$ cat config.mk
export PLATFORM = sky130hd
export DESIGN_NAME = lobm_ram
export DESIGN_NICKNAME = d
export VERILOG_FILES = /design/src/rtl/limit_order_book_matcher_core_macros.svh /design/src/rtl/lobm_ram.sv
export SDC_FILE = /design/constraint.sdc
export NUM_CORES = 1
export LEC_CHECK = 0
export ABC_AREA = 1
export BUFFER_PORTS_ARGS = -buffer_cell sky130_fd_sc_hd__buf_2
export CAP_MARGIN = 25
export CORE_UTILIZATION = 57
export CTS_CLUSTER_SIZE = 30
export DETAILED_ROUTE_END_ITERATION = 7
export PLACE_DENSITY_LB_ADDON = 0.25
export SLEW_MARGIN = 20
export SYNTH_ARGS = -nofsm -noshare
export SYNTH_HDL_FRONTEND = slang
export SYNTH_SLANG_ARGS = --single-unit
$ cat constraint.sdc
create_clock -name clk -period 1.99 [get_ports clk]
set_input_delay 0.398 -clock clk [delete_from_list [all_inputs] [get_ports clk]]
set_output_delay 0.398 -clock clk [all_outputs]
set_load 0.005 [all_outputs]
$ cat src/rtl/limit_order_book_matcher_core_macros.svh
// Assertion macros used by the RTL file that carries checks.
// Every macro expects signals named clk and rst in the scope where it is used.
`ifndef LIMIT_ORDER_BOOK_MATCHER_CORE_MACROS_SVH
`define LIMIT_ORDER_BOOK_MATCHER_CORE_MACROS_SVH

// A property that must hold at every clock edge outside reset.
`define LOBM_ASSERT(label, prop, msg) \
  label: assert property (@(posedge clk) disable iff (rst) prop) else $error(msg);

// A consequence that must hold in the same cycle as its antecedent.
`define LOBM_ASSERT_IMPL(label, ante, cons, msg) \
  `LOBM_ASSERT(label, (ante) |-> (cons), msg)

// A consequence that must hold in the cycle after its antecedent.
`define LOBM_ASSERT_NEXT(label, ante, cons, msg) \
  `LOBM_ASSERT(label, (ante) |=> (cons), msg)

`endif

$ cat src/rtl/lobm_ram.sv
module lobm_ram #(
  parameter int WIDTH = 8,
  parameter int DEPTH = 64
) (
  input  logic                     clk,
  input  logic                     we,
  input  logic [$clog2(DEPTH)-1:0] waddr,
  input  logic [WIDTH-1:0]         wdata,
  input  logic [$clog2(DEPTH)-1:0] raddr,
  output logic [WIDTH-1:0]         rdata
);

  logic [WIDTH-1:0] mem [DEPTH];

  always_ff @(posedge clk) begin
    if (we) begin
      mem[waddr] <= wdata;
    end
    rdata <= mem[raddr];
  end

endmodule

==> impl_metrics.ini <==
[worst_setup_path]
criticalPathCategory = register to primary output
required_ns = 1.59
r2r_cells = 8
cpPeakStageDelay_ns = 0.46
critPathSlowestCell = dfxtp_1
crit_end = rdata[4]
reg2reg_setup_slack_ns = 0.58
worstPathArrival_ns = 1.20
crit_path_end_kind = primary output
startpoint = rdata[4]$_DFF_P_
r2r-start = mem[35][4]$_DFFE_PP_
r2r-end = rdata[4]$_DFF_P_
cp_max_fo = 1
worst-path-stages = 1
crit_buf_inv = 1
crit_chain = buf_2
cpLargestDelayFamily = flip-flops
critPathLaunchType = register

[yosys]
synth_xor_area_frac = 0
synth_top_family_by_area = simple AND/OR/NAND/NOR gates
synth.area.mux_share = 0
yosysUniqueCellTypes = 16
syn_nets = 1827
synth_compound_area_frac = 0
synth_largest_area_cell = edfxtp_1
synth_top_area_frac = 0.7205
syn_inst = 1805
yosys.area_share.simple = 0.2318
yosysWarnings = 0
ys_ff_latch = 520
avgSynthCellArea_um2 = 11.82
synthAdderAreaFrac = 0
syn_area_mm2 = 0.02134
yosysSeqAreaShare = 0.7280
netlist_top_cells_area = edfxtp_1 (72%), nand2_1 (11%), nand3_1 (10%)

[drt]
wl_met3_mm = 5.156
wl_met1_mm = 21.14
vias = 14328
ant_nets = 0
first_pass_iters = 8
dr_wl_met2_mm = 24.24
post_drt_wl_per_cell_um = 21.92
routed.top_layer = met5
wl_mm = 52.63
drc = 0
post_drt_via_cell_ratio = 5.968
drtIter0Drc = 1589

[place]
portBuffers = 29
gp_congestion = 0.8918
post_dp_cell_area_mm2 = 0.02247
hpwl_mm = 30.80

[grt]
grt_max_degree = 79
grt_pass1_vias = 13887
grt_pass1_wl_mm = 80.50
grtUsageTotal = 0.2817
antenna_found_initial = 2
overflow = 0

[power]
leakage_nw = 8.877
irDropWorstVdd_mv = 0.8093
p_per_area_mw_per_mm2 = 955.6

[timing]
hold_violations = 0
grt_setup_unrepaired = false
period_needed_ns = 1.599
setup_viol = 0
relSlewSlack = 0.4591
skew_ns = 0.02151
max_freq_mhz = 625.4
min_period_over_period = 0.8036
worst_slew_pin_slew_ns = 0.8114
slew_violations = 0

[clock_network]
cts_resized = 0
clk_path_buf_depth = 3
cts_tree = done
path_clk_slew_ns = 0.06
hold_buffers = 0
cts_htree_levels = 2
cts-root-buf = clkbuf_16
postCtsSetupRepairBufs = 0
numCtsBuffers = 50
clk_latency_ns = 0.58
clock_sinks = 520

[cells_and_area]
drive_gt1_frac = 0.1149
areaGrowthSynthToFinish_pct = 12.88
fillCellCount = 2721
finalInstanceArea_mm2 = 0.02409
finalCoreUtilization = 0.6564
nNetsFinal = 1913

[die]
core.rowCount = 70
coreArea_mm2 = 0.03670
start_util = 0.5815
die_width_um = 195.5
die_y_um = 195.5
io-pin-count = 30
die-area_mm2 = 0.03821

[flow_run]
max-cap-violations = 0

[worst_hold_path]
hold_path.class = primary input to register

[outcome]
outcome = completed
[logic make-up (layout without fill, tap and decap cells)]
group | count (synthesis) | after routing
simple gates | 1160 | 1160
buf+inv | 125 | 252
flops | 520 | 520
other cells | 0 | 1
[where the power goes]
group | internal (W) | switching, W | leakage, nW
Clock | 0.00541 | 0.00396 | 0.791
Sequential | 0.0121 | 0.0000425 | 4.67
Combinational | 0.000429 | 0.00106 | 3.41
[layout by cell type, fill, tap and decap left out]
cell type and count:
clkbuf_16 50, inv_4 1, clkinv_2 10, buf_4 94, nand3_1 439, buf_6 1, nor4_1 8, clkbuf_8 3
inv_1 9, inv_6 3, bufinv_16 5, buf_2 27, nand2_1 648, nand4_1 9, nor2_1 56, clkbuf_1 15
edfxtp_1 512, buf_12 25, dfxtp_1 8, diode_2 1, inv_2 1, clkinv_8 1, clkinvlp_4 1, clkinv_1 6
[cell usage after synthesis, drive strengths merged]
library cell    n
buf            98
clkbuf         15
dfxtp           8
edfxtp        512
inv            12
nand2         648
nand3         439
nand4           9
nor2           56
nor4            8
[through the flow]
| stage | power [W] | setup WS (ns) | TNS, ns | std cells | hold slack (ns) |
|---|---|---|---|---|---|
| 2_1_floorplan | 0.01323 | -0.1741 | -11.14 | 1805 | 0.4969 |
| 3_3_place_gp | 0.01384 | 0.04686 | 0 | 2307 | 0.7743 |
| 3_5_place_dp | 0.01386 | 0.03547 | 0 | 2307 | 0.8109 |
| 4_1_cts | 0.02311 | 0.4239 | 0 | 2400 | 0.2234 |
| 5_1_grt | 0.02363 | 0.3762 | 0 | 2400 | 0.2427 |
| 6_report | 0.02302 | 0.3909 | 0 | 2401 | 0.2518 |
[state kept, by name, summed over array words and instances (netlist names)]
| signal | cells |
|---|---|
| mem | 512 |
| rdata | 8 |
[area by class of cell]
| class | count | area (um^2) | share of cell area |
|---|---|---|---|
| sequential | 520 | 15530 | 0.6450 |
| timing repair buffer | 147 | 1353 | 0.05615 |
| antenna | 1 | 2.502 | 0.0001039 |
| inverter | 12 | 52.55 | 0.002182 |
| multi-input combinational | 1160 | 4946 | 0.2053 |
| tap | 468 | 585.6 | 0.02431 |
| clock inverter | 25 | 264.0 | 0.01096 |
| clock buffer | 68 | 1349 | 0.05600 |
[per-layer routing]
layer | track usage | vias to the layer above
li1 | - | 6524
met5 | 0 | -
met4 | 0.1184 | 4
met3 | 0.05769 | 146
met1 | 0.3914 | 6925
met2 | 0.4368 | 729
[how the worst min path moves through the flow]
stage                         start                  end  slack, ns  depth (start not counted)
2_1_floorplan              wdata[0]  mem[0][0]$_DFFE_PP_       0.50                          0
3_3_place_gp   mem[40][5]$_DFFE_PP_     rdata[5]$_DFF_P_       0.77                          8
3_5_place_dp   mem[44][5]$_DFFE_PP_     rdata[5]$_DFF_P_       0.81                          8
4_1_cts                    raddr[5]     rdata[6]$_DFF_P_       0.22                          3
5_1_grt                    raddr[5]     rdata[5]$_DFF_P_       0.24                          3
6_report                   raddr[5]     rdata[3]$_DFF_P_       0.25                          3
Power figures use the tool's default switching activity.
